==> src/rtl/chg_ovp_pkg.sv <==
// ----------------------------------------------------------------------------
// chg_ovp_pkg
// Shared types and constants of the charger overvoltage / FET control block:
// field widths, register map, reset values and protection state codes.
// ----------------------------------------------------------------------------
package chg_ovp_pkg;

	// field widths
	localparam int SAMPLE_W  = 10;
	localparam int GAIN_W    = 14;
	localparam int OFFSET_W  = 13;
	localparam int MV_W      = 16;
	localparam int COUNT_W   = 16;
	localparam int HOLD_W    = 20;
	localparam int PSTATE_W  = 3;
	localparam int PDATA_W   = 32;
	localparam int PADDR_W   = 5;
	localparam int REG_IDX_W = 3;

	// Q8 fraction bits of the gain
	localparam int GAIN_FRAC = 8;

	// register indexes (byte address is 4 times the index)
	localparam logic [REG_IDX_W-1:0] REG_CAL_GAIN     = 3'd0;
	localparam logic [REG_IDX_W-1:0] REG_CAL_OFFSET   = 3'd1;
	localparam logic [REG_IDX_W-1:0] REG_OVP_THRESH   = 3'd2;
	localparam logic [REG_IDX_W-1:0] REG_CUTOFF       = 3'd3;
	localparam logic [REG_IDX_W-1:0] REG_ABSENT       = 3'd4;
	localparam logic [REG_IDX_W-1:0] REG_OVP_CONFIRM  = 3'd5;
	localparam logic [REG_IDX_W-1:0] REG_OVP_HOLD     = 3'd6;

	// register reset values
	localparam logic [GAIN_W-1:0]          CAL_GAIN_RST    = 14'd6637;
	localparam logic signed [OFFSET_W-1:0] CAL_OFFSET_RST  = -13'sd82;
	localparam logic [MV_W-1:0]            OVP_THRESH_RST  = 16'd15000;
	localparam logic [MV_W-1:0]            CUTOFF_RST      = 16'd13000;
	localparam logic [MV_W-1:0]            ABSENT_RST      = 16'd1000;
	localparam logic [COUNT_W-1:0]         OVP_CONFIRM_RST = 16'd15000;
	localparam logic [HOLD_W-1:0]          OVP_HOLD_RST    = 20'd100000;

	// protection state codes
	localparam logic [PSTATE_W-1:0] PS_CHARGING = 3'd0;
	localparam logic [PSTATE_W-1:0] PS_CUTOFF   = 3'd1;
	localparam logic [PSTATE_W-1:0] PS_ABSENT   = 3'd2;
	localparam logic [PSTATE_W-1:0] PS_PENDING  = 3'd3;
	localparam logic [PSTATE_W-1:0] PS_TRIPPED  = 3'd4;
	localparam logic [PSTATE_W-1:0] PS_HOLD     = 3'd5;

	// configuration as seen by the datapath
	typedef struct packed {
		logic [GAIN_W-1:0]          cal_gain_q8;
		logic signed [OFFSET_W-1:0] cal_offset_mv;
		logic [MV_W-1:0]            ovp_threshold_mv;
		logic [MV_W-1:0]            cutoff_mv;
		logic [MV_W-1:0]            absent_mv;
		logic [COUNT_W-1:0]         ovp_confirm_count;
		logic [HOLD_W-1:0]          ovp_hold_count;
	} cfg_t;

endpackage

==> src/rtl/chg_ovp_if.sv <==
// ----------------------------------------------------------------------------
// chg_ovp_if
// Valid/ready channels of the block: sample requests in, result requests out.
// ----------------------------------------------------------------------------
interface chg_ovp_in_if import chg_ovp_pkg::*; ();
	logic                valid;
	logic                ready;
	logic [SAMPLE_W-1:0] battery_sample;
	logic                blink_level;

	modport source (output valid, output battery_sample, output blink_level, input ready);
	modport sink (input valid, input battery_sample, input blink_level, output ready);
endinterface

interface chg_ovp_out_if import chg_ovp_pkg::*; ();
	logic                valid;
	logic                ready;
	logic                fet_on;
	logic                led_on;
	logic [MV_W-1:0]     battery_mv;
	logic [PSTATE_W-1:0] protect_state;

	modport source (output valid, output fet_on, output led_on, output battery_mv,
		output protect_state, input ready);
	modport sink (input valid, input fet_on, input led_on, input battery_mv,
		input protect_state, output ready);
endinterface

==> src/rtl/chg_ovp_regs.sv <==
// ----------------------------------------------------------------------------
// chg_ovp_regs
// APB-style register file holding calibration and protection settings.
// ----------------------------------------------------------------------------
module chg_ovp_regs import chg_ovp_pkg::*; (
	input  logic               clk,
	input  logic               arst_n,
	input  logic               psel,
	input  logic               penable,
	input  logic               pwrite,
	input  logic [PADDR_W-1:0] paddr,
	input  logic [PDATA_W-1:0] pwdata,
	output logic [PDATA_W-1:0] prdata,
	output logic               pready,
	output cfg_t               cfg
);

	cfg_t                 cfg_q;
	logic                 wr_en;
	logic [REG_IDX_W-1:0] idx;

	assign pready = 1'b1;
	assign wr_en  = psel && penable && pwrite;
	assign idx    = paddr[PADDR_W-1:2];
	assign cfg    = cfg_q;

	// register writes
	always_ff @(posedge clk or negedge arst_n) begin
		if (!arst_n) begin
			cfg_q.cal_gain_q8       <= CAL_GAIN_RST;
			cfg_q.cal_offset_mv     <= CAL_OFFSET_RST;
			cfg_q.ovp_threshold_mv  <= OVP_THRESH_RST;
			cfg_q.cutoff_mv         <= CUTOFF_RST;
			cfg_q.absent_mv         <= ABSENT_RST;
			cfg_q.ovp_confirm_count <= OVP_CONFIRM_RST;
			cfg_q.ovp_hold_count    <= OVP_HOLD_RST;
		end else if (wr_en) begin
			unique case (idx)
				REG_CAL_GAIN:    cfg_q.cal_gain_q8       <= pwdata[GAIN_W-1:0];
				REG_CAL_OFFSET:  cfg_q.cal_offset_mv     <= $signed(pwdata[OFFSET_W-1:0]);
				REG_OVP_THRESH:  cfg_q.ovp_threshold_mv  <= pwdata[MV_W-1:0];
				REG_CUTOFF:      cfg_q.cutoff_mv         <= pwdata[MV_W-1:0];
				REG_ABSENT:      cfg_q.absent_mv         <= pwdata[MV_W-1:0];
				REG_OVP_CONFIRM: cfg_q.ovp_confirm_count <= pwdata[COUNT_W-1:0];
				REG_OVP_HOLD:    cfg_q.ovp_hold_count    <= pwdata[HOLD_W-1:0];
				default: ;
			endcase
		end
	end

	// read mux
	always_comb begin
		unique case (idx)
			REG_CAL_GAIN:    prdata = PDATA_W'(cfg_q.cal_gain_q8);
			REG_CAL_OFFSET:  prdata = PDATA_W'(cfg_q.cal_offset_mv);
			REG_OVP_THRESH:  prdata = PDATA_W'(cfg_q.ovp_threshold_mv);
			REG_CUTOFF:      prdata = PDATA_W'(cfg_q.cutoff_mv);
			REG_ABSENT:      prdata = PDATA_W'(cfg_q.absent_mv);
			REG_OVP_CONFIRM: prdata = PDATA_W'(cfg_q.ovp_confirm_count);
			REG_OVP_HOLD:    prdata = PDATA_W'(cfg_q.ovp_hold_count);
			default:         prdata = '0;
		endcase
	end

endmodule

==> src/rtl/chg_ovp_avg.sv <==
// ----------------------------------------------------------------------------
// chg_ovp_avg
// Sample accumulator and truncating divide by the group size. The divide is
// a reciprocal multiply followed by a one-step remainder correction.
// ----------------------------------------------------------------------------
module chg_ovp_avg import chg_ovp_pkg::*; #(
	parameter int AVG_COUNT   = 10,
	parameter int SAMPLE_BITS = 10,
	localparam int AVG_W = (SAMPLE_BITS < SAMPLE_W) ? SAMPLE_BITS : SAMPLE_W
) (
	input  logic                clk,
	input  logic                arst_n,
	input  logic                in_valid,
	output logic                in_ready,
	input  logic [SAMPLE_W-1:0] battery_sample,
	input  logic                blink_level,
	output logic                avg_valid,
	input  logic                avg_ready,
	output logic [AVG_W-1:0]    avg,
	output logic                avg_blink
);

	localparam int SUM_MAX = AVG_COUNT * ((1 << AVG_W) - 1);
	localparam int SUM_W   = $clog2(SUM_MAX + 1);
	localparam int CNT_W   = (AVG_COUNT > 1) ? $clog2(AVG_COUNT) : 1;
	localparam int RECIP_S = SUM_W;
	localparam int RECIP_W = RECIP_S + 1;
	localparam logic [RECIP_W-1:0] RECIP_M = RECIP_W'((1 << RECIP_S) / AVG_COUNT);
	localparam int QPROD_W = SUM_W + RECIP_W;

	logic [CNT_W-1:0]   count_q;
	logic [SUM_W-1:0]   sum_q;
	logic               last;
	logic               in_fire;
	logic [SUM_W-1:0]   total;
	logic               rdy_s1, rdy_s2, rdy_s3;
	logic               v_s1, v_s2, v_s3;
	logic [SUM_W-1:0]   total_s1, total_s2;
	logic               blink_s1, blink_s2, blink_s3;
	logic [QPROD_W-1:0] qprod;
	logic [AVG_W-1:0]   quot_s2;
	logic [SUM_W-1:0]   rem;
	logic [AVG_W-1:0]   avg_s3;

	// stage handshakes
	assign rdy_s3   = !v_s3 || avg_ready;
	assign rdy_s2   = !v_s2 || rdy_s3;
	assign rdy_s1   = !v_s1 || rdy_s2;
	assign in_ready = rdy_s1;
	assign in_fire  = in_valid && rdy_s1;

	// running sum, closing sample of a group
	assign last  = (count_q == CNT_W'(AVG_COUNT - 1));
	assign total = sum_q + SUM_W'(battery_sample[AVG_W-1:0]);

	always_ff @(posedge clk or negedge arst_n) begin
		if (!arst_n) begin
			count_q <= '0;
			sum_q   <= '0;
		end else if (in_fire) begin
			if (last) begin
				count_q <= '0;
				sum_q   <= '0;
			end else begin
				count_q <= count_q + 1'b1;
				sum_q   <= total;
			end
		end
	end

	// reciprocal estimate, never above the true quotient and at most one below
	assign qprod = QPROD_W'(total_s1) * QPROD_W'(RECIP_M);

	// remainder correction
	assign rem    = total_s2 - SUM_W'(quot_s2) * SUM_W'(AVG_COUNT);
	assign avg_s3 = quot_s2 + AVG_W'(rem >= SUM_W'(AVG_COUNT));

	// stage valids
	always_ff @(posedge clk or negedge arst_n) begin
		if (!arst_n) begin
			v_s1 <= 1'b0;
			v_s2 <= 1'b0;
			v_s3 <= 1'b0;
		end else begin
			if (rdy_s1) v_s1 <= in_fire && last;
			if (rdy_s2) v_s2 <= v_s1;
			if (rdy_s3) v_s3 <= v_s2;
		end
	end

	// stage payload
	always_ff @(posedge clk) begin
		if (rdy_s1) begin
			total_s1 <= total;
			blink_s1 <= blink_level;
		end
		if (rdy_s2) begin
			quot_s2  <= qprod[RECIP_S +: AVG_W];
			total_s2 <= total_s1;
			blink_s2 <= blink_s1;
		end
		if (rdy_s3) begin
			avg      <= avg_s3;
			blink_s3 <= blink_s2;
		end
	end

	assign avg_valid = v_s3;
	assign avg_blink = blink_s3;

	// a sample that does not close its group never enters the pipe
	a_no_early_group: assert property (@(posedge clk) disable iff (!arst_n)
		in_fire && !last |=> !v_s1)
		else $error("partial group entered averaging pipe");

endmodule

==> src/rtl/chg_ovp_cal.sv <==
// ----------------------------------------------------------------------------
// chg_ovp_cal
// Calibration of the average to millivolts: Q8 gain multiply, offset add and
// clamp to the 16-bit range, with a register after the multiply and one after the clamp.
// ----------------------------------------------------------------------------
module chg_ovp_cal import chg_ovp_pkg::*; #(
	parameter int AVG_W = 10
) (
	input  logic            clk,
	input  logic            arst_n,
	input  cfg_t            cfg,
	input  logic            avg_valid,
	output logic            avg_ready,
	input  logic [AVG_W-1:0] avg,
	input  logic            avg_blink,
	output logic            mv_valid,
	input  logic            mv_ready,
	output logic [MV_W-1:0] mv,
	output logic            mv_blink
);

	localparam int PROD_W = AVG_W + GAIN_W;
	localparam int SUM_W  = MV_W + 2;

	logic                    rdy_s4, rdy_s5;
	logic                    v_s4, v_s5;
	logic [PROD_W-1:0]       prod_s4;
	logic                    blink_s4, blink_s5;
	logic [MV_W-1:0]         scaled;
	logic signed [SUM_W-1:0] off_ext;
	logic signed [SUM_W-1:0] mv_sum;
	logic [MV_W-1:0]         mv_clamp;

	assign rdy_s5    = !v_s5 || mv_ready;
	assign rdy_s4    = !v_s4 || rdy_s5;
	assign avg_ready = rdy_s4;

	// floor of the Q8 product plus signed offset, clamped
	assign scaled  = MV_W'(prod_s4 >> GAIN_FRAC);
	assign off_ext = {{(SUM_W - OFFSET_W){cfg.cal_offset_mv[OFFSET_W-1]}}, cfg.cal_offset_mv};
	assign mv_sum  = $signed({2'b00, scaled}) + off_ext;

	always_comb begin
		if (mv_sum[SUM_W-1]) begin
			mv_clamp = '0;
		end else if (mv_sum[SUM_W-2]) begin
			mv_clamp = '1;
		end else begin
			mv_clamp = mv_sum[MV_W-1:0];
		end
	end

	// stage valids
	always_ff @(posedge clk or negedge arst_n) begin
		if (!arst_n) begin
			v_s4 <= 1'b0;
			v_s5 <= 1'b0;
		end else begin
			if (rdy_s4) v_s4 <= avg_valid;
			if (rdy_s5) v_s5 <= v_s4;
		end
	end

	// stage payload
	always_ff @(posedge clk) begin
		if (rdy_s4) begin
			prod_s4  <= PROD_W'(avg) * PROD_W'(cfg.cal_gain_q8);
			blink_s4 <= avg_blink;
		end
		if (rdy_s5) begin
			mv       <= mv_clamp;
			blink_s5 <= blink_s4;
		end
	end

	assign mv_valid = v_s5;
	assign mv_blink = blink_s5;

endmodule

==> src/rtl/chg_ovp_prot.sv <==
// ----------------------------------------------------------------------------
// chg_ovp_prot
// Protection decision per averaged voltage: overvoltage confirm counter, hold
// countdown, FET and LED levels, and the result register.
// ----------------------------------------------------------------------------
module chg_ovp_prot import chg_ovp_pkg::*; (
	input  logic                clk,
	input  logic                arst_n,
	input  cfg_t                cfg,
	input  logic                mv_valid,
	output logic                mv_ready,
	input  logic [MV_W-1:0]     mv,
	input  logic                mv_blink,
	output logic                out_valid,
	input  logic                out_ready,
	output logic                fet_on,
	output logic                led_on,
	output logic [MV_W-1:0]     battery_mv,
	output logic [PSTATE_W-1:0] protect_state
);

	logic                out_valid_q;
	logic                fire;
	logic                ov;
	logic [COUNT_W-1:0]  ovp_q, ovp_d, cnt_inc;
	logic [HOLD_W-1:0]   hold_q, hold_d;
	logic                fet_q, fet_d;
	logic                led_q, led_d;
	logic [PSTATE_W-1:0] ps_d;
	logic [MV_W-1:0]     mv_q;
	logic [PSTATE_W-1:0] ps_q;

	assign mv_ready = !out_valid_q || out_ready;
	assign fire     = mv_valid && mv_ready;

	// decision for one evaluation
	assign ov      = (mv >= cfg.ovp_threshold_mv);
	assign cnt_inc = (ovp_q == '1) ? ovp_q : ovp_q + 1'b1;

	always_comb begin
		ovp_d  = ovp_q;
		hold_d = hold_q;
		fet_d  = fet_q;
		led_d  = led_q;
		ps_d   = PS_CHARGING;
		if (ov) begin
			if (cnt_inc >= cfg.ovp_confirm_count) begin
				ovp_d  = cfg.ovp_confirm_count;
				hold_d = cfg.ovp_hold_count;
				fet_d  = 1'b0;
				led_d  = mv_blink;
				ps_d   = PS_TRIPPED;
			end else begin
				ovp_d = cnt_inc;
				ps_d  = PS_PENDING;
			end
		end else begin
			ovp_d = '0;
			if (hold_q != '0) begin
				hold_d = hold_q - 1'b1;
				led_d  = mv_blink;
				ps_d   = PS_HOLD;
			end else if (mv <= cfg.absent_mv) begin
				fet_d = 1'b0;
				led_d = 1'b0;
				ps_d  = PS_ABSENT;
			end else if (mv >= cfg.cutoff_mv) begin
				fet_d = 1'b0;
				led_d = 1'b0;
				ps_d  = PS_CUTOFF;
			end else begin
				fet_d = 1'b1;
				led_d = 1'b1;
				ps_d  = PS_CHARGING;
			end
		end
	end

	// protection state and result valid
	always_ff @(posedge clk or negedge arst_n) begin
		if (!arst_n) begin
			out_valid_q <= 1'b0;
			ovp_q       <= '0;
			hold_q      <= '0;
			fet_q       <= 1'b0;
			led_q       <= 1'b0;
		end else begin
			if (mv_ready) out_valid_q <= mv_valid;
			if (fire) begin
				ovp_q  <= ovp_d;
				hold_q <= hold_d;
				fet_q  <= fet_d;
				led_q  <= led_d;
			end
		end
	end

	// result payload; fet and led levels double as the result fields
	always_ff @(posedge clk) begin
		if (fire) begin
			mv_q <= mv;
			ps_q <= ps_d;
		end
	end

	assign out_valid     = out_valid_q;
	assign fet_on        = fet_q;
	assign led_on        = led_q;
	assign battery_mv    = mv_q;
	assign protect_state = ps_q;

	a_trip_fet_off: assert property (@(posedge clk) disable iff (!arst_n)
		out_valid_q && ps_q == PS_TRIPPED |-> !fet_q)
		else $error("FET on in tripped result");

	a_charge_levels: assert property (@(posedge clk) disable iff (!arst_n)
		out_valid_q && ps_q == PS_CHARGING |-> fet_q && led_q)
		else $error("charging result without FET and LED on");

	a_hold_count: assert property (@(posedge clk) disable iff (!arst_n)
		fire && !ov && hold_q != '0 |=> hold_q == $past(hold_q) - 1'b1)
		else $error("hold countdown did not step");

endmodule

==> src/rtl/charger_overvoltage_fet_control.sv <==
// ----------------------------------------------------------------------------
// charger_overvoltage_fet_control
// Averages battery ADC samples in groups, calibrates to millivolts and drives
// the charging FET and LED with overvoltage confirm, trip and hold.
// ----------------------------------------------------------------------------
//  channel     dir  handshake         payload
//  sample_in   in   valid/ready       battery_sample, blink_level
//  result_out  out  valid/ready       fet_on, led_on, battery_mv, protect_state
//  apb         in   psel/penable      paddr, pwdata, prdata (pready tied high)
//
//  one sample request per cycle unless stalled, set by the single-add accumulator
//  the group's last sample passes the input stage, two divide stages, gain
//  multiply, offset/clamp and the decision register before its result appears
//  reset clears the running sum, counters, FET and LED; registers take defaults
//  each stage holds while the next is full; samples stall only when all are full
// ----------------------------------------------------------------------------
module charger_overvoltage_fet_control import chg_ovp_pkg::*; #(
	parameter int AVG_COUNT   = 10,
	parameter int SAMPLE_BITS = 10
) (
	input  logic               clk,
	input  logic               arst_n,
	input  logic               psel,
	input  logic               penable,
	input  logic               pwrite,
	input  logic [PADDR_W-1:0] paddr,
	input  logic [PDATA_W-1:0] pwdata,
	output logic [PDATA_W-1:0] prdata,
	output logic               pready,
	chg_ovp_in_if.sink         sample_in,
	chg_ovp_out_if.source      result_out
);

	localparam int AVG_W = (SAMPLE_BITS < SAMPLE_W) ? SAMPLE_BITS : SAMPLE_W;

	cfg_t             cfg;
	logic             avg_valid, avg_ready, avg_blink;
	logic [AVG_W-1:0] avg;
	logic             mv_valid, mv_ready, mv_blink;
	logic [MV_W-1:0]  mv;

	// configuration registers
	chg_ovp_regs u_regs (
		.clk     (clk),
		.arst_n  (arst_n),
		.psel    (psel),
		.penable (penable),
		.pwrite  (pwrite),
		.paddr   (paddr),
		.pwdata  (pwdata),
		.prdata  (prdata),
		.pready  (pready),
		.cfg     (cfg)
	);

	// group average
	chg_ovp_avg #(
		.AVG_COUNT   (AVG_COUNT),
		.SAMPLE_BITS (SAMPLE_BITS)
	) u_avg (
		.clk            (clk),
		.arst_n         (arst_n),
		.in_valid       (sample_in.valid),
		.in_ready       (sample_in.ready),
		.battery_sample (sample_in.battery_sample),
		.blink_level    (sample_in.blink_level),
		.avg_valid      (avg_valid),
		.avg_ready      (avg_ready),
		.avg            (avg),
		.avg_blink      (avg_blink)
	);

	// millivolt calibration
	chg_ovp_cal #(
		.AVG_W (AVG_W)
	) u_cal (
		.clk       (clk),
		.arst_n    (arst_n),
		.cfg       (cfg),
		.avg_valid (avg_valid),
		.avg_ready (avg_ready),
		.avg       (avg),
		.avg_blink (avg_blink),
		.mv_valid  (mv_valid),
		.mv_ready  (mv_ready),
		.mv        (mv),
		.mv_blink  (mv_blink)
	);

	// protection decision and result register
	chg_ovp_prot u_prot (
		.clk           (clk),
		.arst_n        (arst_n),
		.cfg           (cfg),
		.mv_valid      (mv_valid),
		.mv_ready      (mv_ready),
		.mv            (mv),
		.mv_blink      (mv_blink),
		.out_valid     (result_out.valid),
		.out_ready     (result_out.ready),
		.fet_on        (result_out.fet_on),
		.led_on        (result_out.led_on),
		.battery_mv    (result_out.battery_mv),
		.protect_state (result_out.protect_state)
	);

endmodule
==> src/flat_wrapper.sv <==
// flat-port wrapper written by rule: the top's interface ports become plain ports
module charger_overvoltage_fet_control_flat import chg_ovp_pkg::*;
#(
	parameter int AVG_COUNT   = 10,
	parameter int SAMPLE_BITS = 10
)
  (clk, arst_n, psel, penable, pwrite, paddr, pwdata, prdata, pready, sample_in_valid, sample_in_battery_sample, sample_in_blink_level, sample_in_ready, result_out_valid, result_out_fet_on, result_out_led_on, result_out_battery_mv, result_out_protect_state, result_out_ready);
  chg_ovp_in_if sample_in_i ();
  chg_ovp_out_if result_out_i ();
  input  logic clk;
  input  logic arst_n;
  input  logic psel;
  input  logic penable;
  input  logic pwrite;
  input  logic [PADDR_W-1:0] paddr;
  input  logic [PDATA_W-1:0] pwdata;
  output logic [PDATA_W-1:0] prdata;
  output logic pready;
  input wire logic [$bits(sample_in_i.valid)-1:0] sample_in_valid;
  input wire logic [$bits(sample_in_i.battery_sample)-1:0] sample_in_battery_sample;
  input wire logic [$bits(sample_in_i.blink_level)-1:0] sample_in_blink_level;
  output wire logic [$bits(sample_in_i.ready)-1:0] sample_in_ready;
  output wire logic [$bits(result_out_i.valid)-1:0] result_out_valid;
  output wire logic [$bits(result_out_i.fet_on)-1:0] result_out_fet_on;
  output wire logic [$bits(result_out_i.led_on)-1:0] result_out_led_on;
  output wire logic [$bits(result_out_i.battery_mv)-1:0] result_out_battery_mv;
  output wire logic [$bits(result_out_i.protect_state)-1:0] result_out_protect_state;
  input wire logic [$bits(result_out_i.ready)-1:0] result_out_ready;
  assign sample_in_i.valid = sample_in_valid;
  assign sample_in_i.battery_sample = sample_in_battery_sample;
  assign sample_in_i.blink_level = sample_in_blink_level;
  assign sample_in_ready = sample_in_i.ready;
  assign result_out_valid = result_out_i.valid;
  assign result_out_fet_on = result_out_i.fet_on;
  assign result_out_led_on = result_out_i.led_on;
  assign result_out_battery_mv = result_out_i.battery_mv;
  assign result_out_protect_state = result_out_i.protect_state;
  assign result_out_i.ready = result_out_ready;
  charger_overvoltage_fet_control #(.AVG_COUNT(AVG_COUNT), .SAMPLE_BITS(SAMPLE_BITS)) u_core (.clk(clk), .arst_n(arst_n), .psel(psel), .penable(penable), .pwrite(pwrite), .paddr(paddr), .pwdata(pwdata), .prdata(prdata), .pready(pready), .sample_in(sample_in_i), .result_out(result_out_i));
endmodule
==> config.mk <==
export PLATFORM = sky130hd
export DESIGN_NAME = charger_overvoltage_fet_control_flat
export DESIGN_NICKNAME = d
export VERILOG_FILES = /design/src/rtl/chg_ovp_pkg.sv /design/src/rtl/chg_ovp_if.sv /design/src/rtl/chg_ovp_regs.sv /design/src/rtl/chg_ovp_avg.sv /design/src/rtl/chg_ovp_cal.sv /design/src/rtl/chg_ovp_prot.sv /design/src/rtl/charger_overvoltage_fet_control.sv /design/src/flat_wrapper.sv
export SDC_FILE = /design/constraint.sdc
export NUM_CORES = 1
export LEC_CHECK = 0
export BUFFER_PORTS_ARGS = -buffer_cell sky130_fd_sc_hd__buf_2
export CELL_PAD_IN_SITES_DETAIL_PLACEMENT = 0
export CELL_PAD_IN_SITES_GLOBAL_PLACEMENT = 1
export CORE_UTILIZATION = 25
export CTS_CLUSTER_SIZE = 20
export DETAILED_ROUTE_END_ITERATION = 10
export PLACE_DENSITY_LB_ADDON = 0.1
export SYNTH_ARGS = -nofsm -noshare
export SYNTH_HDL_FRONTEND = slang
export SYNTH_HIERARCHICAL = 1
export SYNTH_SLANG_ARGS = --single-unit
==> constraint.sdc <==
create_clock -name clk -period 5.75 [get_ports clk]
set_clock_uncertainty 0.1 [all_clocks]
set_input_delay 1.15 -clock clk [delete_from_list [all_inputs] [get_ports clk]]
set_output_delay 1.15 -clock clk [all_outputs]
set_load 0.02 [all_outputs]
==> flow_summary.yaml, run 1 <==
die:
  rows: 110
  die_area_um2: 92800
  die_h_um: 305
  start_util_pct: 25.3
  fp.coreArea_um2: 90300
  die_w_um: 305
  io_pins: 111
sta:
  finalCritPeriodShare_pct: 95.5
  setup_viol: 0
  slew_headroom_pct: 27.5
  worstMarginPinSlew_ns: 1.09
  drv_slew: 0
  min_period_ns: 5.49
  hold_viol: 0
  fin_ws_ns: 0.258
  rsz0062_at_grt: "false"
  max_freq_mhz: 182
cts:
  cts_tree: "yes"
  cts_buffers: 36
  cts_sinks: 276
  htree_levels: 2
  clockBufferDepth: 3
  clk-insertion-delay-late_ns: 0.55
  hold_buffers: 0
  cts_root_buf: "clkbuf_16"
  clk_pin_slew_ns: 0.06
logic_synthesis:
  synth_top_family_by_area: "adder cells"
  synthSimpleGateAreaFrac_pct: 12.7
  synth_top_cells_by_area: "ha_1 (14%), edfxtp_1 (14%), dfrtp_1 (13%), fa_1 (12%), mux2_2 (6.3%)"
  synth-adder-area-share_pct: 25.5
  synth_xor_area_share_pct: 3.36
  synth.distinct_cells: 93
  synth_edf_count: 103
  synth_warnings: 6
  ys.flop_type: "dfrtp_1"
  avgSynthCellArea_um2: 10.2
  synth-seq-cells: 276
  syn_nets: 2677
  muxShareOfSynthArea_pct: 7.70
  synth.yosys.seq_area_share_pct: 32.7
  yosysTopAreaCell: "ha_1"
  synth_compound_gate_area_share_pct: 11.6
  synth.top_cell.area_share_pct: 13.9
  synthArstFlopShare_pct: 62.7
  netlist_top_cells_count: "inv_1 (266), ha_1 (254), nand2_1 (184)"
  synth_cells: 2235
  yosys.cell_count.top_type: "inv_1"
  synth_area_um2: 22900
flow_run:
  maxCapViolations: 0
global_route:
  grt_max_degree: 107
  antenna_found_initial: 2
  grt_usage_pct: 15.5
  grt_pass1_wl_mm: 110
  grt_pass1_vias: 17600
  gr-total-overflow: 0
detailed_routing:
  ant_nets: 0
  wl_mm: 71.3
  drt_iter0_markers: 680
  vias: 16600
  avgRoutedWirePerCell_um: 20.0
  first_pass_iters: 7
  drcViolationCount: 0
  via_per_inst: 4.66
critical_path:
  arrival_ns: 5.67
  critical_path_class: "flop to flop"
  cp_max_fo: 9
  endpoint_kind: "flop"
  critPathRequiredTime_ns: 5.93
  critPathLaunchType: "flop"
final_layout:
  fillers: 9460
  num-nets-final: 2793
  area_growth_pct: 14.9
  drive_above_1_share_pct: 18.8
worst_hold_path:
  min_path_type: "flop to flop"
placement:
  dp_hpwl_mm: 55.3
  gp_routability_congestion: 0.826
  dpl_worst_slack_ns: 0.0105
  port_buffers: 95
outcome:
  status: "finished clean"
-- cell families after synthesis --
logic type | count (synthesis)
xor gates and xnor gates | 87
AOI/OAI and AO/OA | 407
and+or+nand+nor | 563
muxes | 160
adders and majority gates | 387
DFF | 276
buffers and inverters | 354
other | 1
-- final cells by class --
class                   count  area (µm²)  share of cell area [%]
diodes                      1        2.50                 0.00952
clock buffers              55        1090                    4.16
clock inverters            10         148                   0.562
inverters                 266         998                    3.80
multi-input cells        1605       14000                    53.2
flip-flops and latches    276        7490                    28.5
well taps                1176        1470                    5.60
repair buffers            166        1100                    4.20
-- through the flow --
stage	hold WS, ns	utilization [%]	cells	area, µm²	TNS [ns]
after global placement	0.307	27.6	3477	24900	-0.00772
after detailed placement	0.315	27.6	3477	24900	0
after global routing	0.309	29.1	3554	26300	0
after CTS	0.310	29.0	3544	26200	0
final	0.313	29.1	3555	26300	0
after floorplan	0.300	-	2235	22900	0
-- metal layers --
| metal | global-route usage (%) | vias up | routed length, µm |
|---|---|---|---|
| met4 | 4.45 | 0 | 1950 |
| met1 | 19.6 | 8258 | 31900 |
| li1 | - | 8002 | - |
| met2 | 27.5 | 231 | 35800 |
| met5 | 0 | - | 0 |
| met3 | 1.64 | 85 | 1630 |
-- registers in the layout (all words and copies together) (netlist names), 3 cells and up --
signal	flops
u_core/u_prot/ovp_q	16
u_core/u_avg/total_s1	14
u_core/u_prot/hold_q	20
u_core/u_prot/protect_state	3
u_core/u_prot/battery_mv	16
u_core/u_avg/count_q	4
u_core/u_avg/quot_s2	10
u_core/u_avg/total_s2	13
u_core/u_regs/cfg	111
u_core/u_cal/prod_s4	16
u_core/u_avg/avg	10
u_core/u_cal/mv	16
u_core/u_avg/sum_q	14
-- worst max-delay path, stage by stage, from the launching register on --
cell and delay (ns):
dfstp_4 0.67, nand2_1 0.09, fa_1 0.54, inv_1 0.05
fa_1 0.52, fa_1 0.46, fa_1 0.57, inv_1 0.06
fa_1 0.54, inv_1 0.04, ha_1 0.31, buf_4 0.16
nand2_1 0.08, o221ai_1 0.14, a21oi_2 0.30, o211ai_1 0.19
a31oi_1 0.24, xnor2_1 0.14
-- final timing paths --
| check | startpoint | endpoint | slack, ns | depth (start not counted) |
|---|---|---|---|---|
| max | u_core/u_regs/cfg[103]$_DFFE_PN1P_ | u_core/u_cal/prod_s4[21]$_DFFE_PP_ | 0.26 | 17 |
| min | u_core/u_avg/blink_s2$_DFFE_PP_ | u_core/u_avg/avg_blink$_DFFE_PP_ | 0.31 | 0 |
| max reg2reg | u_core/u_regs/cfg[103]$_DFFE_PN1P_ | u_core/u_cal/prod_s4[21]$_DFFE_PP_ | 0.26 | 17 |
| min reg2reg | u_core/u_avg/blink_s2$_DFFE_PP_ | u_core/u_avg/avg_blink$_DFFE_PP_ | 0.31 | 0 |
| max in group asynchronous | arst_n | u_core/u_regs/cfg[48]$_DFFE_PN0P_ | 4.02 | 2 |
| min in group asynchronous | arst_n | u_core/u_prot/hold_q[16]$_DFFE_PN0P_ | 0.47 | 1 |
-- what timing repair did --
item                       in CTS  in global routing
pin swaps                       1                  1
setup buffers                   2                 10
gates resized for setup         0                  9
setup endpoints to repair       1                 14
-- cell usage in the layout (no fill, tap or decap), types with 10 or more instances in the layout --
cell type  instances
inv_1            266
ha_1             254
nand2_1          184
fa_1             133
mux2_2           129
dfrtp_1          122
a21oi_1          115
edfxtp_1         103
o21ai_0           98
buf_2             94
nor2_1            78
and2_1            71
buf_4             64
xnor2_1           58
dfstp_2           49
clkbuf_16         38
nor3_1            36
nand3_1           33
mux2i_1           31
xor2_1            28
a21o_1            27
o21a_1            26
nand2b_1          24
nand4_1           24
nor2b_1           21
and3_1            16
o211ai_1          14
or3_1             12
o221ai_1          11
a31oi_1           10
nor4_1            10
Power of run 1 is not shown: default switching activity piles up to over one toggle a cycle in this logic, so the estimate is an artifact.
==> run 2: changes to the inputs <==
--- a/config.mk
+++ b/config.mk
@@ -8,7 +8,7 @@
 export BUFFER_PORTS_ARGS = -buffer_cell sky130_fd_sc_hd__buf_2
 export CELL_PAD_IN_SITES_DETAIL_PLACEMENT = 0
 export CELL_PAD_IN_SITES_GLOBAL_PLACEMENT = 1
-export CORE_UTILIZATION = 25
+export CORE_UTILIZATION = 45
 export CTS_CLUSTER_SIZE = 20
 export DETAILED_ROUTE_END_ITERATION = 10
 export PLACE_DENSITY_LB_ADDON = 0.1
==> run 2 against run 1 <==
Effect of this change:
- critical path type unchanged
- die area decreased by 44%
- core utilization rose by 21 points
- maximum frequency increased by 0.48%
- global-route usage increased by 8.4 points
- critical path depth is 1 lower
- largest cell class unchanged
- non-clock buffer count down 26
- worst hold slack better by 0.0038 ns
- register-to-register slack better by 0.03 ns
- via count grew 0.18%
- first-iteration DRC count up 25%
- count of clock-buffer cells in the layout shrank 11
==> flow_summary.yaml, run 2 (synthesized netlist as in run 1, its figures left out) <==
outcome:
  status: "finished clean"
die:
  die_h_um: 228
  die_w_um: 228
  rows: 82
  die_area_um2: 51800
  io_pins: 111
  fp.coreArea_um2: 50200
  start_util_pct: 45.6
critical_path:
  max_stage_delay_ns: 0.65
  critical_path_class: "flop to flop"
  endpoint_kind: "flop"
  worstPathCellList: "nand2_1 > fa_1 > inv_1 > fa_1 > inv_1 > fa_1 > inv_1 > fa_1 > fa_1 > ha_1 > a21oi_1 > o221ai_1 > a21oi_2 > o211ai_1 > a31oi_1 > xnor2_1"
  crit_top_cell: "fa_1"
  crit_slowest_cell: "edfxtp_1"
  r2r_slack_ns: 0.28
  r2r_end: "u_core/u_cal/prod_s4[21]$_DFFE_PP_"
  reg2reg_from: "u_core/u_avg/avg[3]$_DFFE_PP_"
  arrival_ns: 5.64
  critPathRequiredTime_ns: 5.93
  critPathLaunchType: "flop"
  crit_start: "u_core/u_avg/avg[3]$_DFFE_PP_"
  reg2reg_depth: 16
  cp_max_fo: 8
sta:
  max_freq_mhz: 183
  min_period_ns: 5.47
  slew_headroom_pct: 22.8
  setup_tns_ns: 0
  finalCritPeriodShare_pct: 95.1
  setup_viol: 0
  hold_viol: 0
  rsz0062_at_grt: "false"
  drv_slew: 0
  worstMarginPinSlew_ns: 1.16
global_route:
  grt_max_degree: 97
  gr-total-overflow: 0
  grt_pass1_wl_mm: 94.0
  antenna_found_initial: 0
  grt_usage_pct: 23.8
  grt_pass1_vias: 16900
detailed_routing:
  via_per_inst: 5.50
  avgRoutedWirePerCell_um: 19.9
  first_pass_iters: 5
  ant_nets: 0
  wl_mm: 60.2
  vias: 16600
  drt_iter0_markers: 847
  drcViolationCount: 0
final_layout:
  drive_above_1_share_pct: 17.6
  largest_register_ffs: 111
  final_cell_mix: "inv_1 (266), ha_1 (254), nand2_1 (184)"
  layout.cells.most_common: "inv_1"
  num-nets-final: 2765
  area_growth_pct: 10.1
  diodes: 0
  fin_util_pct: 50.2
worst_hold_path:
  min_from: "u_core/u_cal/blink_s4$_DFFE_PP_"
  hold_depth: 0
  min_path_type: "flop to flop"
  min_to: "u_core/u_cal/mv_blink$_DFFE_PP_"
cts:
  cts_root_buf: "clkbuf_16"
  cts_buffers: 34
  cts_tree: "yes"
  clk_pin_slew_ns: 0.06
  clk-insertion-delay-late_ns: 0.54
  cts_sinks: 276
  htree_levels: 2
  clockBufferDepth: 3
  hold_buffers: 0
placement:
  gp_routability_congestion: 0.863
  port_buffers: 95
  dp_hpwl_mm: 46.9
flow_run:
  maxCapViolations: 0
run 2: worst max-delay path by stage:
stage / end / cells past startpoint
after floorplan: u_core/u_cal/prod_s4[16]$_DFFE_PP_ / 18
after global placement: u_core/u_avg/avg[8]$_DFFE_PP_ / 25
after detailed placement: u_core/u_avg/avg[8]$_DFFE_PP_ / 25
after CTS: u_core/u_avg/avg[8]$_DFFE_PP_ / 25
after global routing: u_core/u_cal/prod_s4[16]$_DFFE_PP_ / 16
final: u_core/u_cal/prod_s4[21]$_DFFE_PP_ / 16
run 2: timing repair:
| action | in CTS | in global routing |
|---|---|---|
| buffers inserted | 0 | 3 |
| resized for setup | 0 | 5 |
| endpoints found under the setup margin | 0 | 9 |
run 2: final cells by class:
type | count | area, µm²
Fill cell | 4666 | 25000
Timing Repair Buffer | 140 | 832
Clock inverter | 17 | 141
Clock buffer | 44 | 950
Tap cell | 672 | 841
Multi-Input combinational cell | 1605 | 14000
Sequential cell | 276 | 7490
Inverter | 266 | 998
run 2: critical path: cells and delay by family, from the launching register on:
kind | cells | cell delay (ns)
and+or+nand+nor | 1 | 0.15
adders and majority gates | 6 | 2.97
buffers and inverters | 3 | 0.16
AOI/OAI and AO/OA | 5 | 1.05
DFF | 1 | 0.65
xor gates and xnor gates | 1 | 0.12
run 2: layer usage:
layer	routed length (µm)	global-route usage, %	vias to the layer above
met1	25800	29.5	8265
met2	30700	43.1	312
met3	1880	2.57	84
met5	0	0	-
met4	1830	7.97	0
li1	-	-	7945
run 2: metrics by stage:
step	cell area (µm²)	std cells	worst slack, ns	hold slack (ns)
floorplan	22900	2235	0.512	0.300
global placement	24100	2956	0.291	0.308
detailed placement	24100	2956	0.117	0.305
CTS	25200	3017	0.103	0.317
global route	25200	3020	0.00575	0.331
finish	25200	3020	0.284	0.316
Power of run 2 is left out for the same reason.
==> run 3: changes to the inputs <==
--- a/config.mk
+++ b/config.mk
@@ -8,9 +8,10 @@
 export BUFFER_PORTS_ARGS = -buffer_cell sky130_fd_sc_hd__buf_2
 export CELL_PAD_IN_SITES_DETAIL_PLACEMENT = 0
 export CELL_PAD_IN_SITES_GLOBAL_PLACEMENT = 1
-export CORE_UTILIZATION = 45
+export CORE_UTILIZATION = 50
 export CTS_CLUSTER_SIZE = 20
 export DETAILED_ROUTE_END_ITERATION = 10
+export GPL_TIMING_DRIVEN = 0
 export PLACE_DENSITY_LB_ADDON = 0.1
 export SYNTH_ARGS = -nofsm -noshare
 export SYNTH_HDL_FRONTEND = slang
==> run 3 against run 2 <==
Effect of this change:
- register-to-register slack got worse by 0.21 ns
- via count grew 2.8%
- critical path type unchanged
- first-iteration DRC count is 19% higher
- cell area up 1.3%
==> flow_summary.yaml, run 3 (synthesized netlist as in run 1, its figures left out) <==
sta:
  hold_viol: 0
  setup_viol: 0
  max_freq_mhz: 176
  finalCritPeriodShare_pct: 98.7
  fin_ws_ns: 0.0750
  min_period_ns: 5.68
  worstMarginPinSlew_ns: 1.29
  drv_slew: 0
  slew_headroom_pct: 13.3
  setup_tns_ns: 0
cts:
  cts_tree: "yes"
  cts_sinks: 276
  htree_levels: 2
  cts_root_buf: "clkbuf_16"
  clk-insertion-delay-late_ns: 0.56
  clockBufferDepth: 3
  clk_pin_slew_ns: 0.06
  hold_buffers: 0
  cts_buffers: 35
critical_path:
  cp_max_fo: 10
  worstPathCellList: "buf_4 > and2_1 > fa_1 > fa_1 > fa_1 > fa_1 > inv_1 > fa_1 > inv_1 > ha_2 > nand2_1 > o21ai_1 > a41oi_2 > o211ai_1 > buf_4 > xor2_1"
  critPathRequiredTime_ns: 5.93
  crit_start: "u_core/u_avg/avg[6]$_DFFE_PP_"
  r2r_slack_ns: 0.07
  max_stage_delay_ns: 0.56
  critPathLaunchType: "flop"
  critical_path_class: "flop to flop"
  crit_slowest_cell: "fa_1"
  reg2reg_depth: 16
  r2r_end: "u_core/u_cal/prod_s4[22]$_DFFE_PP_"
  crit_top_cell: "fa_1"
  endpoint_kind: "flop"
  crit_end: "u_core/u_cal/prod_s4[22]$_DFFE_PP_"
  reg2reg_from: "u_core/u_avg/avg[6]$_DFFE_PP_"
  arrival_ns: 5.85
placement:
  dpl_worst_slack_ns: -0.456
  gp_routability_congestion: 0.908
  dp_hpwl_mm: 49.0
  port_buffers: 95
global_route:
  gr-total-overflow: 0
  antenna_found_initial: 2
  grt_usage_pct: 27.2
  grt_pass1_vias: 17600
  grt_pass1_wl_mm: 97.6
  grt_max_degree: 92
detailed_routing:
  route.met2.wl_mm: 31.8
  drt_iter0_markers: 1009
  avgRoutedWirePerCell_um: 20.7
  vias: 17100
  via_per_inst: 5.69
  ant_nets: 0
  drcViolationCount: 0
  wl_mm: 62.1
  met1Wirelength_mm: 25.2
  wl_met3_mm: 2.45
  top_layer_used: "met5"
  first_pass_iters: 5
final_layout:
  area_growth_pct: 11.6
  drive_above_1_share_pct: 19.3
  largest_register_ffs: 111
  fillers: 4068
  final_cell_mix: "inv_1 (266), ha_1 (251), nand2_1 (184)"
  diodes: 0
  layout.cells.most_common: "inv_1"
  num-nets-final: 2816
outcome:
  status: "finished clean"
flow_run:
  maxCapViolations: 0
die:
  io_pins: 111
  die_h_um: 216
  die_area_um2: 46600
  start_util_pct: 50.5
  fp.coreArea_um2: 45300
  die_w_um: 216
  rows: 78
worst_hold_path:
  hold_depth: 0
  min_path_type: "flop to flop"
[run 3: cell types whose count changed in the layout (fill, tap and decap cells not counted), sizes merged]
cell / change
inv: +1
clkinv: -3
buf: +21
clkbuf: +35
bufinv: -1
[run 3: layer usage]
layer  up-vias  track usage (%)
met5         -                0
met2       362             48.7
li1       8046                -
met1      8552             32.8
met4         2             11.4
met3       115             3.42
[run 3: critical path, delay by kind of cell (launching register included)]
kind                     cells  cell delay [ns]
XOR/XNOR                     1             0.43
buffers and inverters        4             0.51
AO/OA/AOI/OAI                3             0.62
adder cells (fa/ha/maj)      6             3.02
AND/OR/NAND/NOR              2             0.22
flip-flops                   1             0.49
[run 3: worst min path at each step]
stage | slack (ns) | end | startpoint
2_1_floorplan | 0.30 | u_core/u_avg/avg_blink$_DFFE_PP_ | u_core/u_avg/blink_s2$_DFFE_PP_
3_3_place_gp | 0.31 | u_core/u_avg/avg_blink$_DFFE_PP_ | u_core/u_avg/blink_s2$_DFFE_PP_
6_report | 0.32 | u_core/u_cal/blink_s4$_DFFE_PP_ | u_core/u_avg/avg_blink$_DFFE_PP_
3_5_place_dp | 0.30 | u_core/u_cal/blink_s4$_DFFE_PP_ | u_core/u_avg/avg_blink$_DFFE_PP_
5_1_grt | 0.32 | u_core/u_cal/blink_s4$_DFFE_PP_ | u_core/u_avg/avg_blink$_DFFE_PP_
4_1_cts | 0.32 | u_core/u_cal/blink_s4$_DFFE_PP_ | u_core/u_avg/avg_blink$_DFFE_PP_
[run 3: stage by stage]
stage	cells	instance area, µm²	hold slack, ns	utilization (%)
detailed placement	2932	24200	0.305	53.4
global route	3001	25500	0.322	56.4
global placement	2930	24100	0.311	53.2
CTS	2987	25300	0.318	55.9
finish	3001	25500	0.318	56.4
floorplan	2235	22900	0.300	-
[run 3: what timing repair did]
item                                    CTS  global route
setup buffers                             1            18
pin swaps                                 0             6
gates resized for setup                  12            39
endpoints found under the setup margin   12            18
[run 3: layout make-up]
type / count / area, µm² / area share (%)
Tap cell: 600 / 751 / 2.94
Buffer: 74 / 457 / 1.79
Timing Repair Buffer: 116 / 664 / 2.60
Sequential cell: 276 / 7490 / 29.4
Multi-Input combinational cell: 1605 / 14000 / 54.9
Inverter: 266 / 998 / 3.91
Clock buffer: 50 / 1020 / 4.01
Clock inverter: 14 / 119 / 0.466
Power of run 3 is left out for the same reason.
